File: src/stsh_pkg.sv
// Shared types, codes and defaults for the stripe target share block.
package stsh_pkg;

	// Defaults for the top-level parameters
	localparam int MAX_STRIPES_DEF = 256;
	localparam int BLOCK_BYTES_DEF = 512;

	// Field widths
	localparam int SLOT_W   = 8;
	localparam int TID_W    = 16;
	localparam int FBYTES_W = 48;
	localparam int BLOCKS_W = 39;
	localparam int STRIPE_W = 32;
	localparam int TOTAL_W  = 9;
	localparam int STATUS_W = 2;

	// Shared arithmetic unit sizing
	localparam int ALU_W     = 40;
	localparam int DIV_STEPS = BLOCKS_W;
	localparam int MUL_STEPS = STRIPE_W;
	localparam int STEP_W    = 6;

	// Command codes
	localparam logic CMD_LOAD  = 1'b0;
	localparam logic CMD_QUERY = 1'b1;

	// Status codes
	localparam logic [STATUS_W-1:0] ST_OK         = 2'd0;
	localparam logic [STATUS_W-1:0] ST_ABSENT     = 2'd1;
	localparam logic [STATUS_W-1:0] ST_BAD_STRIPE = 2'd2;

	typedef struct packed {
		logic                cmd;
		logic [SLOT_W-1:0]   entry_slot;
		logic [TID_W-1:0]    target_id;
		logic [FBYTES_W-1:0] file_bytes;
		logic [BLOCKS_W-1:0] block_count;
		logic [STRIPE_W-1:0] stripe_bytes;
		logic [TOTAL_W-1:0]  stripe_total;
	} req_t;

	typedef struct packed {
		logic                has_data;
		logic [BLOCKS_W-1:0] target_blocks;
		logic [STATUS_W-1:0] status;
	} rsp_t;

endpackage

File: src/stsh_table.sv
// Layout table: one write port, one registered read port.
module stsh_table
	import stsh_pkg::*;
#(
	parameter int DEPTH = MAX_STRIPES_DEF,
	parameter int AW    = 8
) (
	input  logic             clk,
	input  logic             wr_en,
	input  logic [AW-1:0]    wr_addr,
	input  logic [TID_W-1:0] wr_data,
	input  logic [AW-1:0]    rd_addr,
	output logic [TID_W-1:0] rd_data
);

	logic [TID_W-1:0] mem [DEPTH];

	// Write on load, read every cycle
	always_ff @(posedge clk) begin
		if (wr_en) begin
			mem[wr_addr] <= wr_data;
		end
		rd_data <= mem[rd_addr];
	end

endmodule

File: config.mk
export PLATFORM = sky130hd
export DESIGN_NAME = stsh_table
export DESIGN_NICKNAME = d
export VERILOG_FILES = /design/src/stsh_pkg.sv /design/src/stsh_table.sv
export SDC_FILE = /design/constraint.sdc
export NUM_CORES = 2
export LEC_CHECK = 0
export ABC_CLOCK_PERIOD_IN_PS = 4100
export BUFFER_PORTS_ARGS = -buffer_cell sky130_fd_sc_hd__buf_2
export CAP_MARGIN = 40
export CORE_ASPECT_RATIO = 1.1
export CORE_UTILIZATION = 60
export DETAILED_ROUTE_END_ITERATION = 10
export PLACE_DENSITY = 0.75
export SETUP_SLACK_MARGIN = 0.3
export SLEW_MARGIN = 20
export SYNTH_ARGS = -nofsm -noshare
export SYNTH_HDL_FRONTEND = slang
export SYNTH_SLANG_ARGS = --single-unit
File: constraint.sdc
create_clock -name clk -period 4.1 [get_ports clk]
set_input_delay 0.205 -clock clk [delete_from_list [all_inputs] [get_ports clk]]
set_output_delay 0.205 -clock clk [all_outputs]
set_load 0.01 [all_outputs]
-- Yosys cells after proc, flatten, opt, wreduce, memory -nomap -nowiden
Memory sizes are Yosys's and may differ from the RTL's. A register that Yosys moved wholly into a read port is not among the register bits.
Cells that the tools add are included.
- logic and storage cells: 3
- memories: 1
- output and inout port bits: 16
- bits in registers: 0
- bits in writable memories: 4096
- memories (memory ; words ; bits a word ; read ports ; clocked after memory_dff ; wr ports ; line ; source):
    mem ; 256 ; 16 ; 1 ; 1 ; 1 ; stsh_table.sv:16 ; logic [TID_W-1:0] mem [DEPTH];
- muxes and demuxes: 2
- operators by type and width (kind ; count):
    $mux 1 ; 2

-- Logic depth before layout (Yosys ltp)
- depth in word-level cells: 2
- depth in mapped cells: 12
- depth with buffers taken out: 6

-- Worst setup path before layout
No wires, ideal clock.
- path kind: input-to-reg
- start: input wr_addr[3]
- end: memory mem[235][0], enable pin
- data required time: 3.712 ns
- slack: 1.730 ns
- library setup time: 0.388 ns
- cell stages on the path: 6
- arrival: 1.982 ns
- buffers on the path: 3
- path through: clkbuf_1 nor2b_1 clkbuf_1 nand4_1 clkbuf_1 nor2_1
- RTL lines (element ; line ; source):
    start, declared ; stsh_table.sv:10 ; input logic [AW-1:0] wr_addr,
    end, declared ; stsh_table.sv:16 ;
No word-level cell before the write port.

==> metrics <==
status completed; GR Util met1 0.424; DRT iter0 DRCs 12,300; R2R cell count 6; global routing's busiest layer met2; Crit Path Max Fanout 39; gr usage total 0.314; register area 0.123 sq mm; routed vias just over 80,000; grt met3 use 0.0673; Synth Area per Inst 21.6 sq um; Rows 197; Chip Width ~490 um; clk_lat worst skew 0.93 ns; min Tclk post-route 2.95 ns; Die Span Y 541 um; cell-internal power 68.0 mW; WL final 418 mm; nets 8,003; Fillers 15,500; clock skew 0.0597 ns; WS Path Type input pin to flip-flop; post-CTS setup buffers 0; Main synth FF type edfxtp_1; final number of hold-violating endpoints 0; total CTS buffers 391; fraction of power spent switching nets 0.211; die area 0.267 sq mm; Worst VDD drop roughly 0.41 mV; DPL Wire Length 243 mm; CTS root buffer clkbuf_16; max_cap viols 0; Slew @ Worst Pin around 1.2 ns; largest family of logic cells by synthesized area multiplexers; post-synthesis sequential area ratio 0.777; Routed wire per std cell 35.5 um; grt total ovfl 0; Setup TNS Final 0 ns; Fmax achieved around 0.34 GHz; Comb power frac 0.051; M2 GR Usage 0.496; Synth-to-Final Area Change 12.8%; Sink Count 4,112; area fraction in compound gates after synthesis 0.0354; Power Dens Cells 482 mW/mm^2; Reg power frac 0.539; Reg clk slew, reported paths 0.06 ns; final core occ 0.682; Residual DRC 0; worst min-delay path class input pin to flip-flop; Final ANT Viol Nets 0; first-pass GRT wire length about 590 mm; Slew Viols, Final 0; clock power share 0.410; CP Capture Type flip-flop; post-synthesis mux area share 0.155; IO Count 50; yosys warns 0; CTS Buffer Depth 4; RSZ-0062 raised after global routing no; Adder-Cell Fraction of Synth Area 0; Post-synth EDFFs around 4,000; Pre-antenna DRT Iters 6; GPL Wtd Cong 0.916; area of the mapped netlist 0.159 sq mm; simple logic cell fraction of the synthesized area 0.0157; Post-Syn Instances 7,360; # port buffers 49; hold depth 4; largest net degree at the start of global routing around 150; WP data arrival about 3.7 ns; synth unique cells 52; TritonCTS clock tree yes; Core ar. 0.263 sq mm; Mapped Nets ~7,400; vias in the first global route 81,300; final period utilization 0.720; Post-Synth XOR/XNOR Area 0; Final setup viols 0; Async SR Flop Fraction 0; area of the multi-input gates 0.0329 sq mm; register bit total from synthesis 4,112; WP data required 4.87 ns; Initial Util 0.605; initial antenna violation count 30; H-tree Lvls 5; Max-slew headroom 0.170; mean number of vias per cell between 6 and 7; layout cells sized above 1 0.259; leakage power 57.4 nW; CP Launch Type input pin; NetSw 18.2 mW
[worst max-delay path, cell delays in order]
cell and delay [ns]:
buf_8 0.38, buf_12 0.28, buf_12 0.22, buf_4 0.31, mux4_2 0.36, mux4_2 0.51, a22o_1 0.35, o32ai_1 0.66
buf_4 0.25, nor4_1 0.06
[layer usage]
layer / wire length, um / vias to the layer above / part of all wire
li1: - / 32500 / -
met1: 144000 / 42600 / 0.34
met2: 201000 / 6062 / 0.48
met3: 51400 / 996 / 0.12
met4: 22300 / 14 / 0.053
met5: 103 / - / 0.00025
[final timing paths]
| path | start | to | slack [ns] |
|---|---|---|---|
| max | rd_addr[1] | rd_data[11] | 1.15 |
| min | wr_addr[2] | mem[220][1] | 0.12 |
| max reg2reg | mem[55][11] | rd_data[11] | 1.19 |
| min reg2reg | mem[122][14] | rd_data[14] | 1.03 |
[power groups by stage]
stage                     Combinational, mW  Sequential [mW]  Clock (mW)
after floorplan                        2.29             47.3           0
after global placement                 4.19             47.3           0
after detailed placement               4.30             47.3           0
after CTS                              4.36             46.4        35.6
after global routing                   4.56             46.4        37.0
final                                  4.41             46.4        35.4
[flip-flops by register name, summed over array words and instances (netlist names)]
name and flops:
mem 4096, rd_data 16
[cell type report]
cell class / count / area share
Tap cell: 3482 / 0.0243
Timing Repair Buffer: 668 / 0.0332
Sequential cell: 4112 / 0.689
Multi-Input combinational cell: 2792 / 0.184
Clock inverter: 230 / 0.0122
Antenna cell: 17 / 0.000238
Clock buffer: 481 / 0.0572
Inverter: 4 / 0.000154
[synth_stat cells, types with 17 or more instances]
| cell type | n | area [sq um] |
|---|---|---|
| o22ai_1 | 148 | 926 |
| edfxtp_1 | 4096 | 123000 |
| mux4_2 | 797 | 17900 |
| nor2_1 | 304 | 1140 |
| a211oi_1 | 18 | 135 |
| nand2_1 | 38 | 143 |
| o221ai_1 | 252 | 2210 |
| nand3_1 | 35 | 175 |
| nor4_1 | 17 | 106 |
| buf_1 | 27 | 101 |
| o21ai_0 | 37 | 185 |
| mux2_2 | 88 | 991 |
| mux2i_1 | 565 | 5660 |
| a22oi_1 | 43 | 323 |
| buf_4 | 26 | 195 |
| buf_2 | 76 | 380 |
| buf_6 | 77 | 867 |
| nand4_1 | 26 | 163 |
| clkbuf_1 | 230 | 863 |
| nor3_1 | 92 | 460 |
| a21oi_1 | 175 | 876 |
| a221oi_1 | 28 | 245 |
| a22o_1 | 32 | 280 |
| o32ai_1 | 20 | 175 |
[cells by family (layout without fill, tap and decap cells)]
group | count (synthesis) | in the layout
other | 0 | 17
AOI/OAI and AO/OA | 786 | 786
and+or+nand+nor | 556 | 556
buffers and inverters | 456 | 1383
muxes | 1450 | 1450
DFF | 4112 | 4112
[layout by cell type, fill, tap and decap left out, types with 78 or more instances in the layout]
| cell | synthesis | final |
|---|---|---|
| clkinv_1 | 0 | 84 |
| nor2_1 | 304 | 263 |
| nor3_1 | 92 | 90 |
| o22ai_1 | 148 | 148 |
| mux4_2 | 797 | 797 |
| mux2_2 | 88 | 88 |
| clkbuf_16 | 0 | 396 |
| edfxtp_1 | 4096 | 4096 |
| o221ai_1 | 252 | 252 |
| clkinv_2 | 0 | 78 |
| clkbuf_1 | 230 | 84 |
| a21oi_1 | 175 | 175 |
| mux2i_1 | 565 | 565 |
| buf_4 | 26 | 517 |
[per-stage QoR]
step	total power, mW	cells	hold slack [ns]	setup WS (ns)	area, sq um
floorplan	49.6	7360	0.304	1.73	159000
global placement	51.5	11000	0.669	0.0627	166000
detailed placement	51.6	11000	0.666	0.308	166000
CTS	86.3	11800	0.0614	1.14	179000
global route	88.0	11800	0.106	1.15	179000
finish	86.2	11800	0.116	1.15	179000
[what timing repair did]
action / CTS / global route
hold endpoints to repair: 1323 / 0
hold buffers: 18 / 0
resized for setup: 0 / 0
Note: power is estimated with default switching activity, not from simulation.
